## src/sv/assert_macros.svh

```systemverilog
// ----------------------------------------------------------------------------
// Assertion macros
// Concurrent assertion wrappers shared by the RTL.
// ----------------------------------------------------------------------------
`ifndef ASSERT_MACROS_SVH
`define ASSERT_MACROS_SVH

// Generic clocked assertion with active-low reset disable.
`define ASSERT_CLK_RST(label, clk, rst_n, prop, msg) \
    label: assert property (@(posedge clk) disable iff (!rst_n) (prop)) \
        else $error(msg);

// Assertion on the block clock and reset.
`define ASSERT_ACLK(label, prop, msg) \
    `ASSERT_CLK_RST(label, aclk, aresetn, prop, msg)

`endif

```

## src/sv/lmps_pkg.sv

```systemverilog
// ----------------------------------------------------------------------------
// lmps_pkg
// Mode codes, register indexes and reset values of the LED PWM sequencer.
// ----------------------------------------------------------------------------
package lmps_pkg;

    localparam int MODE_W     = 3;
    localparam int PERIOD_W   = 16;
    localparam int STEP_W     = 8;
    localparam int TIME_W     = 32;
    localparam int SAMPLE_W   = 10;
    localparam int DUTY_W     = 10;
    localparam int CFG_IDX_W  = 3;
    localparam int CFG_DATA_W = 16;

    typedef logic [MODE_W-1:0]    mode_t;
    typedef logic [PERIOD_W-1:0]  period_t;
    typedef logic [STEP_W-1:0]    step_t;
    typedef logic [TIME_W-1:0]    time_ms_t;
    typedef logic [CFG_IDX_W-1:0] cfg_idx_t;

    localparam mode_t MODE_DARK   = 3'd0;
    localparam mode_t MODE_ON     = 3'd1;
    localparam mode_t MODE_BLINK  = 3'd2;
    localparam mode_t MODE_FLASH  = 3'd3;
    localparam mode_t MODE_BREATH = 3'd4;

    localparam cfg_idx_t REG_LED_MODE      = 3'd0;
    localparam cfg_idx_t REG_SLOW_HALF     = 3'd1;
    localparam cfg_idx_t REG_STROBE_HALF   = 3'd2;
    localparam cfg_idx_t REG_BREATH_INTVL  = 3'd3;
    localparam cfg_idx_t REG_BREATH_STEP   = 3'd4;

    localparam mode_t   RST_LED_MODE     = MODE_DARK;
    localparam period_t RST_SLOW_HALF    = 16'd500;
    localparam period_t RST_STROBE_HALF  = 16'd50;
    localparam period_t RST_BREATH_INTVL = 16'd10;
    localparam step_t   RST_BREATH_STEP  = 8'd5;

endpackage

```

## src/sv/lmps_breath.sv

```systemverilog
// ----------------------------------------------------------------------------
// lmps_breath
// One breathing step: ramp the level, clamp at the ends and turn around.
// ----------------------------------------------------------------------------
module lmps_breath
    import lmps_pkg::*;
#(
    parameter int DUTY_BITS = 10
) (
    input  logic [DUTY_BITS-1:0] level,
    input  logic                 falling,
    input  step_t                step,
    output logic [DUTY_BITS-1:0] level_next,
    output logic                 falling_next
);

    localparam logic [DUTY_BITS-1:0] FULL = {DUTY_BITS{1'b1}};

    logic [DUTY_BITS-1:0] step_d;
    logic [DUTY_BITS-1:0] top;

    assign step_d = {{(DUTY_BITS-STEP_W){1'b0}}, step};
    // top threshold saturates at zero for a step at or above full scale
    assign top    = (step_d >= FULL) ? '0 : (FULL - step_d);

    always_comb begin
        level_next   = level;
        falling_next = falling;
        if (!falling) begin
            if (level >= top) begin
                level_next   = FULL;
                falling_next = 1'b1;
            end else begin
                level_next = level + step_d;
            end
        end else begin
            if (level <= step_d) begin
                level_next   = '0;
                falling_next = 1'b0;
            end else begin
                level_next = level - step_d;
            end
        end
    end

endmodule

```

## src/sv/led_mode_pwm_sequencer_unit.sv

```systemverilog
// ----------------------------------------------------------------------------
// led_mode_pwm_sequencer_unit
// LED PWM duty sequencer: off, on, slow blink, strobe and breathing modes.
// ----------------------------------------------------------------------------
// Output: m_valid rises in the cycle after an item is accepted (output register).
// Throughput: one item per cycle; s_ready drops only while a result is held
//   by m_ready low, set by the single output register.
// Reset: synchronous active-low aresetn clears all mode state and m_valid
//   (not m_duty) and loads the configuration registers with their defaults.
// ----------------------------------------------------------------------------
`include "assert_macros.svh"

module led_mode_pwm_sequencer_unit
    import lmps_pkg::*;
#(
    parameter int DUTY_BITS = 10
) (
    input  logic                  aclk,
    input  logic                  aresetn,
    // item input
    input  logic                  s_valid,
    output logic                  s_ready,
    input  time_ms_t              s_now_ms,
    input  logic [SAMPLE_W-1:0]   s_brightness_sample,
    // result output
    output logic                  m_valid,
    input  logic                  m_ready,
    output logic [DUTY_W-1:0]     m_duty,
    // configuration write port
    input  logic                  cfg_wr_en,
    input  cfg_idx_t              cfg_index,
    input  logic [CFG_DATA_W-1:0] cfg_wdata
);

    localparam logic [DUTY_BITS-1:0] FULL = {DUTY_BITS{1'b1}};

    // ------------------------------------------------------------------
    // Configuration registers
    // ------------------------------------------------------------------
    mode_t   mode_reg;
    period_t slow_half_reg;
    period_t strobe_half_reg;
    period_t breath_intvl_reg;
    step_t   breath_step_reg;

    always_ff @(posedge aclk) begin
        if (!aresetn) begin
            mode_reg         <= RST_LED_MODE;
            slow_half_reg    <= RST_SLOW_HALF;
            strobe_half_reg  <= RST_STROBE_HALF;
            breath_intvl_reg <= RST_BREATH_INTVL;
            breath_step_reg  <= RST_BREATH_STEP;
        end else if (cfg_wr_en) begin
            case (cfg_index)
                REG_LED_MODE:     mode_reg         <= cfg_wdata[MODE_W-1:0];
                REG_SLOW_HALF:    slow_half_reg    <= cfg_wdata[PERIOD_W-1:0];
                REG_STROBE_HALF:  strobe_half_reg  <= cfg_wdata[PERIOD_W-1:0];
                REG_BREATH_INTVL: breath_intvl_reg <= cfg_wdata[PERIOD_W-1:0];
                REG_BREATH_STEP:  breath_step_reg  <= cfg_wdata[STEP_W-1:0];
                default: ;  // indexes beyond the register list are ignored
            endcase
        end
    end

    // ------------------------------------------------------------------
    // Mode state
    // ------------------------------------------------------------------
    logic [DUTY_BITS-1:0] duty_reg,        duty_next;
    time_ms_t             slow_last_reg,   slow_last_next;
    logic                 slow_on_reg,     slow_on_next;
    time_ms_t             strobe_last_reg, strobe_last_next;
    logic                 strobe_on_reg,   strobe_on_next;
    logic [DUTY_BITS-1:0] breath_level_reg, breath_level_next;
    time_ms_t             breath_last_reg, breath_last_next;
    logic                 breath_falling_reg, breath_falling_next;

    // output register
    logic                 m_valid_reg, m_valid_next;
    logic [DUTY_W-1:0]    m_duty_reg;

    logic accept;

    // the output register frees up whenever its result leaves this cycle
    assign s_ready = !m_valid_reg || m_ready;
    assign accept  = s_valid && s_ready;

    // sample resized to the duty width (truncate or zero-extend)
    logic [DUTY_BITS+SAMPLE_W-1:0] sample_ext;
    logic [DUTY_BITS-1:0]          sample_d;
    assign sample_ext = {{DUTY_BITS{1'b0}}, s_brightness_sample};
    assign sample_d   = sample_ext[DUTY_BITS-1:0];

    // wrap-safe elapsed tests: (now - last) mod 2^32 against the span
    time_ms_t slow_diff, strobe_diff, breath_diff;
    logic     slow_due,  strobe_due,  breath_due;
    assign slow_diff   = s_now_ms - slow_last_reg;
    assign strobe_diff = s_now_ms - strobe_last_reg;
    assign breath_diff = s_now_ms - breath_last_reg;
    assign slow_due    = slow_diff   >= {{(TIME_W-PERIOD_W){1'b0}}, slow_half_reg};
    assign strobe_due  = strobe_diff >= {{(TIME_W-PERIOD_W){1'b0}}, strobe_half_reg};
    assign breath_due  = breath_diff >= {{(TIME_W-PERIOD_W){1'b0}}, breath_intvl_reg};

    // breathing ramp step
    logic [DUTY_BITS-1:0] ramp_level;
    logic                 ramp_falling;

    lmps_breath #(
        .DUTY_BITS (DUTY_BITS)
    ) u_breath (
        .level        (breath_level_reg),
        .falling      (breath_falling_reg),
        .step         (breath_step_reg),
        .level_next   (ramp_level),
        .falling_next (ramp_falling)
    );

    // per-item update; modes not selected keep their timers and flags
    always_comb begin
        duty_next           = duty_reg;
        slow_last_next      = slow_last_reg;
        slow_on_next        = slow_on_reg;
        strobe_last_next    = strobe_last_reg;
        strobe_on_next      = strobe_on_reg;
        breath_level_next   = breath_level_reg;
        breath_last_next    = breath_last_reg;
        breath_falling_next = breath_falling_reg;
        case (mode_reg)
            MODE_DARK: begin
                duty_next = '0;
            end
            MODE_ON: begin
                duty_next = sample_d;
            end
            MODE_BLINK: begin
                if (slow_due) begin
                    slow_last_next = s_now_ms;
                    slow_on_next   = !slow_on_reg;
                    duty_next      = slow_on_reg ? '0 : sample_d;
                end
            end
            MODE_FLASH: begin
                if (strobe_due) begin
                    strobe_last_next = s_now_ms;
                    strobe_on_next   = !strobe_on_reg;
                    duty_next        = strobe_on_reg ? '0 : sample_d;
                end
            end
            MODE_BREATH: begin
                if (breath_due) begin
                    breath_last_next    = s_now_ms;
                    breath_level_next   = ramp_level;
                    breath_falling_next = ramp_falling;
                    duty_next           = ramp_level;
                end
            end
            default: ;  // unused mode codes hold everything
        endcase
    end

    // duty resized to the 10-bit result field
    logic [DUTY_BITS+DUTY_W-1:0] duty_out_ext;
    assign duty_out_ext = {{DUTY_W{1'b0}}, duty_next};

    assign m_valid_next = accept || (m_valid_reg && !m_ready);

    always_ff @(posedge aclk) begin
        if (!aresetn) begin
            duty_reg           <= '0;
            slow_last_reg      <= '0;
            slow_on_reg        <= 1'b0;
            strobe_last_reg    <= '0;
            strobe_on_reg      <= 1'b0;
            breath_level_reg   <= '0;
            breath_last_reg    <= '0;
            breath_falling_reg <= 1'b0;
            m_valid_reg        <= 1'b0;
        end else begin
            m_valid_reg <= m_valid_next;
            if (accept) begin
                duty_reg           <= duty_next;
                slow_last_reg      <= slow_last_next;
                slow_on_reg        <= slow_on_next;
                strobe_last_reg    <= strobe_last_next;
                strobe_on_reg      <= strobe_on_next;
                breath_level_reg   <= breath_level_next;
                breath_last_reg    <= breath_last_next;
                breath_falling_reg <= breath_falling_next;
            end
        end
    end

    // result payload, loaded with each accepted item
    always_ff @(posedge aclk) begin
        if (accept) begin
            m_duty_reg <= duty_out_ext[DUTY_W-1:0];
        end
    end

    assign m_valid = m_valid_reg;
    assign m_duty  = m_duty_reg;

    // ------------------------------------------------------------------
    // Assertions
    // ------------------------------------------------------------------
    `ASSERT_ACLK(a_off_gives_zero,
        accept && (mode_reg == MODE_DARK) |=> m_valid && (m_duty == '0),
        "off mode item did not give a zero duty")
    `ASSERT_ACLK(a_duty_held_idle,
        !accept |=> $stable(duty_reg),
        "held duty changed without an accepted item")
    `ASSERT_ACLK(a_turn_down_at_top,
        $rose(breath_falling_reg) |-> (breath_level_reg == FULL),
        "breathing turned down below full scale")
    `ASSERT_ACLK(a_turn_up_at_bottom,
        $fell(breath_falling_reg) |-> (breath_level_reg == '0),
        "breathing turned up above zero")

endmodule

```

## config.mk

```make
export PLATFORM = sky130hd
export DESIGN_NAME = led_mode_pwm_sequencer_unit
export DESIGN_NICKNAME = d
export VERILOG_FILES = /design/src/sv/lmps_pkg.sv /design/src/sv/lmps_breath.sv /design/src/sv/led_mode_pwm_sequencer_unit.sv
export VERILOG_INCLUDE_DIRS = /design/src /design/src/sv
export SDC_FILE = /design/constraint.sdc
export NUM_CORES = 1
export LEC_CHECK = 0
export ABC_AREA = 1
export BUFFER_PORTS_ARGS = -buffer_cell sky130_fd_sc_hd__buf_2
export CAP_MARGIN = 20
export CORE_UTILIZATION = 54
export CTS_BUF_LIST = sky130_fd_sc_hd__clkbuf_8
export DETAILED_ROUTE_END_ITERATION = 10
export PLACE_DENSITY_LB_ADDON = 0.25
export SYNTH_ARGS = -nofsm -noshare
export SYNTH_HDL_FRONTEND = slang
export SYNTH_SLANG_ARGS = --single-unit
```

## constraint.sdc

```tcl
create_clock -name aclk -period 4.29 [get_ports aclk]
set_input_delay 0.858 -clock aclk [delete_from_list [all_inputs] [get_ports aclk]]
set_output_delay 0.858 -clock aclk [all_outputs]
set_load 0.1 [all_outputs]
```

Word level (Yosys, flattened, before mapping)
Index checks and enable logic that the tools add are counted.
- memory bits (writable): 0
- latch bits: 0
- output and inout port bits: 12
- bits in read-only memories: 0
- bits in registers: 189
- memories: 0
- eq/ne operators: 8
- shifts and indexed selects: 0
- div/mod/pow operators: 0
- muxes and demuxes: 13
- multipliers: 0
- add/subtract/negate cells: 6
- reduce and logical (&&, ||, !) cells: 18
- bitwise logic cells: 0
- $lt $le $gt $ge: 6
- operators with widths (operator ; count):
    $ge A32 B16 Y1 ; 3
    $sub A32 B32 Y32 ; 3
    $mux W10 ; 9
    $pmux W10 S5 ; 1
    $eq A3 B2 Y1 const B ; 4
    $add A10 B8 Y10 ; 1
    $ge A10 B10 Y1 ; 1
    $ge A8 B10 Y1 const B ; 1
    $le A10 B8 Y1 ; 1
    $reduce_and A2 Y1 ; 5
    $sub A1 B9 Y10 const A ; 1
    $sub A10 B8 Y10 ; 1
    $reduce_and A3 Y1 ; 3
    $eq A3 B1 Y1 const B ; 2
    $eq A3 B3 Y1 const B ; 2
    $logic_not A3 Y1 ; 2
    $logic_not A1 Y1 ; 4
    $mux W1 ; 3
    $logic_and A1 B1 Y1 ; 2
    $logic_or A1 B1 Y1 ; 2

Logic depth before layout (Yosys ltp)
Gate-level depths: netlist of run 1.
- depth after elaboration: 7
- mapped depth: 30
- depth with buffers taken out: 29

By module
From an unflattened synthesis of run 1, not the netlist that was laid out.
- cell total of the unflattened synthesis: 2997
- area, all modules: 17404.2 um^2
- modules (own cells, without submodules) (module ; area each (um^2) ; times used ; sequential area each (um^2) ; cells each):
    led_mode_pwm_sequencer_unit ; 16164.3 ; 1 ; 3883.7 ; 2771
    lmps_breath ; 1239.9 ; 1 ; 0.0 ; 226

Worst setup path after synthesis of run 1
No wires, ideal clock.
- kind: input -> register
- start: input s_now_ms[0]
- end: register m_duty_reg[0], in the netlist m_duty[0] (data pin)
- path slack: 522 ps
- data required time: 4035 ps
- stages on the path: 26
- data arrival time: 3513 ps
- setup time: 255 ps
- cells stage by stage: inv_1 -> ha_1 -> fa_1 -> inv_1 -> nand2_1 -> nand2_1 -> and2_1 -> nand3_1 -> nand2_1 -> xor2_1 -> ha_1 -> a21oi_1 -> nor2_1 -> a211oi_1 -> nand2_1 -> nor2_1 -> nand2_1 -> nor2_1 -> nand2_1 -> nor2_2 -> buf_4 -> nand3_1 -> nand3_1 -> nand2_1 -> nor2_2 -> nand2_1
- word-level cells in the longest chain between the ends: 4
- elaborated cells between the ends (all ways): 10
- ends and longest elaborated chain (what ; line ; source):
    start: declaration ; led_mode_pwm_sequencer_unit.sv:23 ; input time_ms_t s_now_ms,
    $sub A32 B32 Y32, on equally long branches ; led_mode_pwm_sequencer_unit.sv:98, led_mode_pwm_sequencer_unit.sv:96, led_mode_pwm_sequencer_unit.sv:97 ;
    $ge A32 B16 Y1, on equally long branches ; led_mode_pwm_sequencer_unit.sv:101, led_mode_pwm_sequencer_unit.sv:99, led_mode_pwm_sequencer_unit.sv:100 ;
    $mux W10, on equally long branches ; led_mode_pwm_sequencer_unit.sv:149, led_mode_pwm_sequencer_unit.sv:135, led_mode_pwm_sequencer_unit.sv:142 ;
    $pmux W10 S5 (*) ; led_mode_pwm_sequencer_unit.sv:127 ; case (mode_reg)
    net duty_next[0] ; led_mode_pwm_sequencer_unit.sv:68 ; logic [DUTY_BITS-1:0] duty_reg, duty_next;
    end signal: assignment ; led_mode_pwm_sequencer_unit.sv:195 ; m_duty_reg <= duty_out_ext[DUTY_W-1:0];
    end: declaration ; led_mode_pwm_sequencer_unit.sv:79 ; logic [DUTY_W-1:0] m_duty_reg;
Mark *: on every way through the listed nets, which the timed path passes. The rest lies on a longest branch.
A chain may end at the register's enable or synchronous reset.

Final worst setup path of run 1
- start: input s_now_ms[0]
- end: register duty_reg[1]
- word-level cells in the longest chain between the ends: 4
- elaborated cells between the ends (all ways): 10
- ends and longest elaborated chain (what ; line ; source):
    $sub A32 B32 Y32, on equally long branches ; led_mode_pwm_sequencer_unit.sv:98, led_mode_pwm_sequencer_unit.sv:96, led_mode_pwm_sequencer_unit.sv:97 ;
    $ge A32 B16 Y1, on equally long branches ; led_mode_pwm_sequencer_unit.sv:101, led_mode_pwm_sequencer_unit.sv:99, led_mode_pwm_sequencer_unit.sv:100 ;
    $mux W10, on equally long branches ; led_mode_pwm_sequencer_unit.sv:149, led_mode_pwm_sequencer_unit.sv:135, led_mode_pwm_sequencer_unit.sv:142 ;
    $pmux W10 S5 (*) ; led_mode_pwm_sequencer_unit.sv:127 ;
    end signal: assignment ; led_mode_pwm_sequencer_unit.sv:180 ; duty_reg <= duty_next;
    end: declaration ; led_mode_pwm_sequencer_unit.sv:68 ;
Mark *: on every way between the ends. The rest lies on a longest branch, timed or not.

==> impl_metrics.json, run 1 <==
{
  "grt_pass1_vias": 17290,
  "tightest_slew_ps": 1081,
  "avgSynthCellArea_sq_um": 5.817,
  "core-area_sq_um": 30990,
  "fin_tns_setup_ps": 0,
  "clk_pin_slew_worst_paths_ps": 110,
  "n_antenna_cell": 0,
  "worstHoldPathType": "flop to flop",
  "crit_fanout": 10,
  "irDropWorstVdd_v": 0.0002022,
  "syn_inst": 2955,
  "p_sw_mw": 1.773,
  "leakagePower_nw": 10.99,
  "fin_crit_sh": 0.9212,
  "multi_input_area_sq_um": 10770,
  "io_buffers": 77,
  "synth.distinct_cells": 41,
  "postCtsSetupBuffers": 0,
  "h-tree-depth": 4,
  "ys_seq_elements": 189,
  "numPlacedInstances": 3549,
  "ys_warn_count": 0,
  "final-hold-violation-count": 0,
  "slowest_stage": "fa_1",
  "syn_to_final_growth_pct": 14.48,
  "setup_viol": 0,
  "end_kind": "flop",
  "finClkSkew_ps": 18.02,
  "cts_num_sinks": 189,
  "start_util": 0.5547,
  "yosysSeqAreaShare": 0.2259,
  "post_drt_wl_per_cell_um": 14.91,
  "rows": 64,
  "synth_top_area_share": 0.2103,
  "seqCellArea_sq_um": 3884,
  "dieArea_sq_um": 32550,
  "swShare": 0.3815,
  "cts_tree": "yes",
  "vias": 18471,
  "intPower_mw": 2.874,
  "outcome": "finished clean",
  "drc_errors": 0,
  "cp_slowest_stage_delay_ps": 400,
  "clockPowerShare": 0.269,
  "drv_cap": 0,
  "grt_pass1_wl_um": 86400,
  "hold_ws_ps": 459.6,
  "numCtsBuffers": 17,
  "period_needed_ps": 3952,
  "finalMaxSlewViolations": 0,
  "fin_nets": 3401,
  "drive_gt1_frac": 0.1074,
  "worst_setup_path_start_kind": "input port",
  "critPathBufInv": 7,
  "synth.largest_area_cell": "nand2_1",
  "syn-num-nets": 3184,
  "rsz0062_at_grt": "no",
  "fp.dieH_um": 180.4,
  "ant_nets": 0,
  "fmax_ghz": 0.2530,
  "drt-total-wl_um": 53390,
  "nFillCells": 3095,
  "netlist_area_sq_um": 17190,
  "slew_headroom": 0.2793,
  "die_width_um": 180.4,
  "synth.area.top_cells": "nand2_1 21%, dfxtp_1 21%, inv_1 13%, ha_1 12%, a21oi_1 7.3%",
  "grt_usage": 0.3313,
  "clock_latency_ps": 510,
  "p_seq_frac": 0.396,
  "layout.cells.non_filler": 3581,
  "drt-initial-drc-count": 1336,
  "via_per_inst": 5.158,
  "cp.arrival_ps": 4410,
  "grt_remaining_overflow": 0,
  "first_pass_iters": 6,
  "combPwrFrac": 0.335,
  "antenna_found_initial": 0,
  "root_buffer": "clkbuf_8",
  "io_pins": 78,
  "crit_family": "simple AND/OR/NAND/NOR gates",
  "crit_top_cell": "nand2_1",
  "grt_max_degree": 74,
  "powerDensity_nw_per_um2": 236.1,
  "hpwl_um": 43400,
  "critPathRequiredTime_ps": 4750,
  "crit_type": "input port to flop",
  "clock_path_buffers": 2,
  "place_congestion": 0.9744
}
stage by stage:
step	setup WS, ps	util	instance area (sq um)	total power, mW
6_report	337.8	0.6350	19680	4.647
5_1_grt	4.458	0.6350	19680	4.923
4_1_cts	170.9	0.6323	19600	4.637
3_5_place_dp	-383.2	0.6198	19210	3.399
3_3_place_gp	-308.9	0.6198	19210	3.370
2_1_floorplan	521.8	-	17190	2.869
tightest hold or removal path: cells and delay by family (launching register included):
family                 cells  cell delay [ps]
AOI/OAI and AO/OA          1               50
buffers and inverters      1               60
DFF                        1              310
cell usage in the layout (no fill, tap or decap), types with 46 or more instances in the layout:
cell type,count
o21ai_0,161
dfxtp_1,179
nand2_1,961
nand3_1,167
ha_1,156
a21oi_1,250
inv_1,603
buf_2,76
buf_4,179
nor2_1,192
xor2_1,46
power by group through the flow:
stage / clock network [mW] / registers (mW) / logic (mW)
final: 1.25 / 1.84 / 1.56
after global routing: 1.33 / 1.85 / 1.75
after CTS: 1.27 / 1.84 / 1.53
after detailed placement: 0 / 1.88 / 1.52
after global placement: 0 / 1.88 / 1.49
after floorplan: 0 / 1.92 / 0.944
cell families (layout without fill, tap and decap cells):
family                     count (synthesis)  after routing  synth area share
AOI/OAI and AO/OA                        453            453            0.1371
and+or+nand+nor                         1419           1419            0.3358
DFF                                      189            189            0.2259
adders and majority gates                163            163            0.1208
buffers and inverters                    675            905            0.1518
xor gates and xnor gates                  56             56           0.02853
final timing paths:
check | from | end | slack [ps] | cells past startpoint
setup / recovery | s_now_ms[0] | duty_reg[1] | 340 | 32
hold reg to reg | breath_last_reg[20] | breath_last_reg[20] | 460 | 2
setup reg to reg | breath_last_reg[10] | duty_reg[1] | 540 | 26
hold / removal | breath_last_reg[20] | breath_last_reg[20] | 460 | 2
cells in the mapped netlist, drive strengths merged:
cell type	count
a211oi	3
a21o	1
a21oi	251
a22oi	1
a31oi	3
and2	7
buf	31
clkbuf	33
clkinv	4
dfxtp	179
edfxtp	10
fa	5
ha	158
inv	607
nand2	969
nand3	171
nand3b	6
nand4	24
nor2	215
nor3	20
nor4	4
o211a	1
o211ai	13
o21ai	169
o21bai	5
o31a	3
o31ai	3
or2	3
xnor2	7
xor2	49
cell type report:
class | instances | share of cell area
tap | 396 | 0.02518
sequential | 189 | 0.1974
clock buffer | 17 | 0.01189
inverter | 611 | 0.1165
timing repair buffer | 262 | 0.09385
multi-input combinational | 2091 | 0.5474
clock inverter | 15 | 0.007820
layer usage:
metal  vias to the layer above  track usage  routed length (um)  part of all wire
met5                         -            0                   0                 0
met4                         0       0.1320                1962             0.037
met3                       102      0.03779                3010             0.056
met2                       536       0.5605               24210              0.45
met1                      8234       0.4293               24200              0.45
li1                       9599            -                   -                 -
timing repair:
action                                  CTS  global route
gates resized for setup                   0            19
hold endpoints to repair                  0             0
hold buffers                              0             0
endpoints found under the setup margin    0            86
(Power assumes the default switching activity.)
==> run 2: changes to the inputs <==
--- a/config.mk
+++ b/config.mk
@@ -7,11 +7,11 @@
 export NUM_CORES = 1
 export LEC_CHECK = 0
 export ABC_AREA = 1
-export BUFFER_PORTS_ARGS = -buffer_cell sky130_fd_sc_hd__buf_2
 export CAP_MARGIN = 20
 export CORE_UTILIZATION = 54
 export CTS_BUF_LIST = sky130_fd_sc_hd__clkbuf_8
 export DETAILED_ROUTE_END_ITERATION = 10
+export DONT_BUFFER_PORTS = 1
 export PLACE_DENSITY_LB_ADDON = 0.25
 export SYNTH_ARGS = -nofsm -noshare
 export SYNTH_HDL_FRONTEND = slang
==> run 2 against run 1 <==
Sequential power rose by 3%. Via count fell by 4.6%. Total power fell by 3.7%. Register-to-register slack got worse by 40 ps. Clock-buffer cell count did not move. Sequential share of layout area rose by 1.3 points. Global-route usage fell by 0.81 points. Routed wire length fell by 2.4%. Flip-flop and latch count did not move. Die area did not move. Maximum frequency rose by 3.0%. Final area fell by 6.3%. Critical path type unchanged. Critical endpoint unchanged. Highest routed layer unchanged.
==> impl_metrics.json, run 2 (same netlist as run 1, synthesis figures left out) <==
{
  "outcome": "finished clean",
  "core-area_sq_um": 30990,
  "period_needed_ps": 3838,
  "die_width_um": 180.4,
  "grt_pass1_wl_um": 83350,
  "ant_nets": 0,
  "cts_resized": 0,
  "fin_nets": 3216,
  "hpwl_um": 42010,
  "crit_cells": 28,
  "final-hold-violation-count": 0,
  "holdBufCountCts": 0,
  "place_congestion": 0.9632,
  "mostFrequentLayoutCell": "nand2_1",
  "finClkSkew_ps": 33.35,
  "finalMaxSlewViolations": 0,
  "irDropWorstVdd_v": 0.0002449,
  "drive_gt1_frac": 0.04767,
  "grt_max_degree": 168,
  "nFillCells": 3152,
  "antenna_found_initial": 0,
  "crit_fanout": 10,
  "intPower_mw": 2.761,
  "cp.arrival_ps": 4280,
  "worst_setup_path_start_kind": "input port",
  "final_cell_mix": "963 x nand2_1, 605 x inv_1, 250 x a21oi_1",
  "leakagePower_nw": 10.17,
  "clock_path_buffers": 2,
  "drt-total-wl_um": 52080,
  "numCtsBuffers": 17,
  "dieArea_sq_um": 32550,
  "postCtsSetupBuffers": 0,
  "grt_remaining_overflow": 0,
  "drc_errors": 0,
  "n_antenna_cell": 0,
  "start_util": 0.5547,
  "worstHoldPathType": "input port to flop",
  "layout_setup_ws_ps": 451.5,
  "combPwrFrac": 0.284,
  "crit_family": "simple AND/OR/NAND/NOR gates",
  "grt_pass1_vias": 16137,
  "fmax_ghz": 0.2605,
  "clock_latency_ps": 540,
  "drt-initial-drc-count": 1344,
  "p_seq_frac": 0.423,
  "dp_slack_ps": -51.64,
  "rows": 64,
  "fp.dieH_um": 180.4,
  "io_buffers": 0,
  "cts_num_sinks": 189,
  "drv_cap": 0,
  "crit_type": "input port to flop",
  "numPlacedInstances": 3364,
  "fin_crit_sh": 0.8947,
  "io_pins": 78,
  "layout.cells.non_filler": 3396,
  "rsz0062_at_grt": "no",
  "post_drt_wl_per_cell_um": 15.34,
  "seqCellArea_sq_um": 3884,
  "root_buffer": "clkbuf_8",
  "worstHoldPathCells": 2,
  "cp_slowest_stage_delay_ps": 380,
  "critPathRequiredTime_ps": 4730,
  "vias": 17616,
  "crit_top_cell": "nand2_1",
  "swShare": 0.3832,
  "grt_usage": 0.3233,
  "final_core_util": 0.5951,
  "slowest_stage": "fa_1",
  "clockPowerShare": 0.293,
  "syn_to_final_growth_pct": 7.286,
  "tightest_slew_ps": 1092,
  "powerDensity_nw_per_um2": 242.7,
  "reg2regPathDepth": 27,
  "p_sw_mw": 1.715,
  "multi_input_area_sq_um": 10700,
  "first_pass_iters": 6,
  "cts_tree": "yes",
  "via_per_inst": 5.187,
  "critPathBufInv": 4,
  "slew_headroom": 0.2718,
  "h-tree-depth": 4,
  "setup_viol": 0,
  "clk_pin_slew_worst_paths_ps": 140,
  "end_kind": "flop"
}
[run 2: worst paths after layout]
| kind | end | startpoint | slack (ps) |
|---|---|---|---|
| worst max-delay path | duty_reg[1] | s_now_ms[0] | 450 |
| worst min-delay path | slow_half_reg[8] | cfg_wdata[8] | 440 |
| worst max register to register | duty_reg[1] | breath_last_reg[11] | 500 |
| worst min register to register | slow_last_reg[30] | slow_last_reg[30] | 460 |
[run 2: stage by stage]
| stage | total power, mW | setup TNS (ps) | cell area, sq um | hold WS (ps) |
|---|---|---|---|---|
| floorplan | 2.869 | 0 | 17190 | 433.1 |
| CTS | 4.486 | 0 | 18440 | 417.1 |
| detailed placement | 3.182 | -680.1 | 18010 | 447.8 |
| global placement | 3.164 | -25.68 | 18010 | 439.6 |
| global route | 4.747 | 0 | 18440 | 421.6 |
| finish | 4.476 | 0 | 18440 | 440.7 |
[run 2: layout make-up]
| class | count | area share |
|---|---|---|
| well taps | 396 | 0.02687 |
| repair buffers | 77 | 0.03474 |
| clock buffers | 17 | 0.01269 |
| multi-input cells | 2091 | 0.5800 |
| flip-flops and latches | 189 | 0.2106 |
| clock inverters | 15 | 0.01079 |
| inverters | 611 | 0.1244 |
[run 2: power by group through the flow]
stage	sequential [mW]	combinational [mW]	clock (mW)
floorplan	1.92	0.944	0
global placement	1.93	1.23	0
detailed placement	1.93	1.25	0
CTS	1.89	1.26	1.34
global route	1.90	1.45	1.40
finish	1.89	1.27	1.31
[run 2: worst register-to-register path, stage by stage, from the launching register on]
cell and delay [ps]:
dfxtp_1 340, inv_1 60, ha_1 360, nand2_1 140, nor2_1 260, nand2_1 120, inv_1 60, nand2_1 50
nand2_1 120, xor2_1 170, ha_1 260, a21oi_1 160, nor2_1 50, a211oi_1 180, nand2_1 80, nor2_1 80
nand2_1 60, nor2_1 90, nand2_1 70, nor2_2 220, buf_4 240, nand3_1 90, nand3_1 100, nand2_1 70
nor2_2 90, nand3_1 90, nand2_1 100, inv_1 40
[run 2: layer usage]
layer / share of wire / vias up / global-route usage
met1: 0.45 / 7822 / 0.4162
met4: 0.034 / 0 / 0.1186
met5: 0 / - / 0
met3: 0.058 / 84 / 0.05154
li1: - / 9235 / -
met2: 0.46 / 475 / 0.5436
==> run 3: changes to the inputs <==
--- a/config.mk
+++ b/config.mk
@@ -6,7 +6,6 @@
 export SDC_FILE = /design/constraint.sdc
 export NUM_CORES = 1
 export LEC_CHECK = 0
-export ABC_AREA = 1
 export CAP_MARGIN = 20
 export CORE_UTILIZATION = 54
 export CTS_BUF_LIST = sky130_fd_sc_hd__clkbuf_8
==> run 3 against run 2 <==
The run now ends with setup timing left. Clock-buffer cell count grew 2. Final area is 5.5% higher. Critical path depth decreased by 5. Clock power is 5% lower. Maximum frequency decreased by 18%. Routed wire length is 1.3% higher. Via count fell by 12%.
==> impl_metrics.json, run 3 <==
{
  "n_antenna_cell": 0,
  "ant_nets": 0,
  "root_buffer": "clkbuf_8",
  "yosys.cell_count.top_type": "nand2_1",
  "worstHoldPathType": "input port to flop",
  "fin_nets": 2419,
  "layout.cells.non_filler": 2587,
  "outcome": "finished with violations",
  "numCtsBuffers": 17,
  "synth_ff_type": "dfxtp_1",
  "grt_pass1_wl_um": 80420,
  "grt_usage": 0.3401,
  "yosysSeqAreaShare": 0.2444,
  "grt_remaining_overflow": 0,
  "synth.largest_area_cell": "dfxtp_1",
  "drv_cap": 0,
  "grt_max_degree": 180,
  "drive_gt1_frac": 0.2115,
  "cp.arrival_ps": 4960,
  "rsz0062_at_grt": "yes",
  "leakagePower_nw": 7.822,
  "holdBufCountCts": 0,
  "synth_top_family_by_area": "compound AO/OA/AOI/OAI gates",
  "critPathLaunch": "slow_last_reg[1]",
  "fmax_ghz": 0.2138,
  "synth_xor_area_frac": 0.03912,
  "synth.area.top_cells": "dfxtp_1 23%, ha_1 12%, mux2i_1 7.4%, nand2_1 5.1%, a21oi_1 4.8%",
  "fp.dieH_um": 173.6,
  "synth.distinct_cells": 91,
  "syn-num-nets": 2244,
  "rows": 62,
  "syn_to_final_growth_pct": 22.45,
  "post_drt_wl_per_cell_um": 20.40,
  "ys_warn_count": 0,
  "h-tree-depth": 4,
  "final_cell_mix": "230 x buf_4, 213 x nand2_1, 183 x inv_1",
  "finalMaxSlewViolations": 0,
  "syn_inst": 2015,
  "crit_type": "flop to flop",
  "die_width_um": 173.6,
  "hpwl_um": 38450,
  "first_pass_iters": 7,
  "clock_latency_ps": 520,
  "slew_headroom": 0.3758,
  "worst_setup_path_start_kind": "flop",
  "avgSynthCellArea_sq_um": 7.888,
  "place_congestion": 0.9214,
  "crit_fanout": 5,
  "cts_tree": "yes",
  "nFillCells": 2391,
  "io_pins": 78,
  "numPlacedInstances": 2507,
  "core-area_sq_um": 28860,
  "layout_setup_ws_ps": -387.8,
  "async_reset_ff_frac": 0,
  "synth-simple-area-share": 0.2018,
  "finalPower_mw": 4.219,
  "netlist_area_sq_um": 15890,
  "synth_mux_area_frac": 0.07715,
  "drt-initial-drc-count": 1271,
  "dieArea_sq_um": 30120,
  "drc_errors": 0,
  "synth_top_area_share": 0.2255,
  "critPathRequiredTime_ps": 4570,
  "clk_pin_slew_worst_paths_ps": 120,
  "final-hold-violation-count": 0,
  "finClkSkew_ps": 17.60,
  "start_util": 0.5508,
  "synth_compound_area_frac": 0.2298,
  "violations": "setup timing",
  "setup_viol": 121,
  "via_per_inst": 5.961,
  "drt-total-wl_um": 52780,
  "synth-edff-count": 10,
  "timing.rr.start": "slow_last_reg[1]",
  "tightest_slew_ps": 938.2,
  "vias": 15422,
  "io_buffers": 0,
  "yosys.area_share.adder": 0.1307,
  "period_needed_ps": 4678,
  "ys_seq_elements": 189,
  "cts_num_sinks": 189,
  "irDropWorstVdd_v": 0.0003027,
  "mostFrequentLayoutCell": "buf_4",
  "netlist_top_cells_count": "215 x nand2_1, 190 x inv_1, 179 x dfxtp_1",
  "fin_crit_sh": 1.090,
  "antenna_found_initial": 0,
  "end_kind": "flop",
  "worstHoldStart": "aresetn",
  "grt_pass1_vias": 14711,
  "clock_path_buffers": 2,
  "powerDensity_nw_per_um2": 216.8
}
run 3: cell types whose count changed in the layout (fill, tap and decap cells not counted), sizes merged, moves of 118 or more:
cell / before / now
buf: 77 / 255
inv: 617 / 198
mux2i: 0 / 118
nand2: 969 / 215
nand3: 171 / 37
nor2: 215 / 90
run 3: path summary, 6_finish.rpt:
path,slack (ps),to,cells past startpoint
setup reg to reg,-390,m_duty[5],23
setup / recovery,-390,m_duty[5],23
hold reg to reg,470,strobe_half_reg[14],2
hold / removal,440,breath_step_reg[0],1
run 3: per-layer routing:
layer / vias up / global-route usage / routed length, um
met1: 7338 / 0.4546 / 23800
met5: - / 0 / 0
met2: 488 / 0.5554 / 24080
li1: 7499 / - / -
met4: 0 / 0.1095 / 1507
met3: 97 / 0.05768 / 3392
run 3: final cells by class:
| cell class | count | area [sq um] | share of cell area |
|---|---|---|---|
| Clock inverter | 13 | 123.9 | 0.006365 |
| Clock buffer | 19 | 261.5 | 0.01344 |
| Timing Repair Buffer | 260 | 2370 | 0.1218 |
| Multi-Input combinational cell | 1532 | 11600 | 0.5961 |
| Sequential cell | 189 | 3896 | 0.2002 |
| Tap cell | 384 | 480.5 | 0.02469 |
| Inverter | 190 | 729.5 | 0.03748 |
run 3: power by group:
group / leakage, nW / switching, mW / internal (mW)
Combinational: 6.06 / 0.602 / 0.518
Sequential: 1.55 / 0.0582 / 1.80
Clock: 0.203 / 0.782 / 0.459
Total: 7.82 / 1.44 / 2.78
run 3: worst max-delay path, stage by stage (launching register included):
cell and delay, ps:
dfxtp_2 350, inv_2 50, ha_4 260, nor2b_4 160
o211ai_1 110, buf_4 170, a211o_1 310, nand2_1 110
a21oi_2 50, o21bai_1 210, xor2_1 170, ha_1 280
buf_6 130, a221oi_4 270, o2111ai_2 180, nor4_2 260
o2111ai_1 150, nor4_2 230, buf_4 210, nand3_4 110
and3b_2 260, clkbuf_16 180, o21ai_4 140, a21oi_2 80
run 3: cells by family after synthesis:
| logic type | Yosys count |
|---|---|
| AOI/OAI and AO/OA | 545 |
| and+or+nand+nor | 631 |
| DFF | 189 |
| muxes | 122 |
| adders and majority gates | 163 |
| xor gates and xnor gates | 71 |
| buffers and inverters | 294 |
run 3: per-stage QoR:
stage                     setup WS [ps]    util  setup TNS, ps  hold WS [ps]  area (sq um)
final                            -387.8  0.6744         -24520         439.4         19460
after global routing             -523.7  0.6744         -45490         433.6         19460
after CTS                        -227.7  0.6594         -13610         421.3         19030
after detailed placement          -1033  0.6207         -98880         458.0         17910
after global placement           -897.6  0.6207         -85310         449.1         17910
after floorplan                  -249.5       -         -21480         443.5         16320
run 3: repair_timing:
item                                    4_1_cts  5_1_grt
buffers inserted                             29        9
gates resized for setup                      56       63
endpoints found under the setup margin      129      129
pin swaps                                    25       19
cloned                                        8        6
endpoints found under the hold margin         0        0
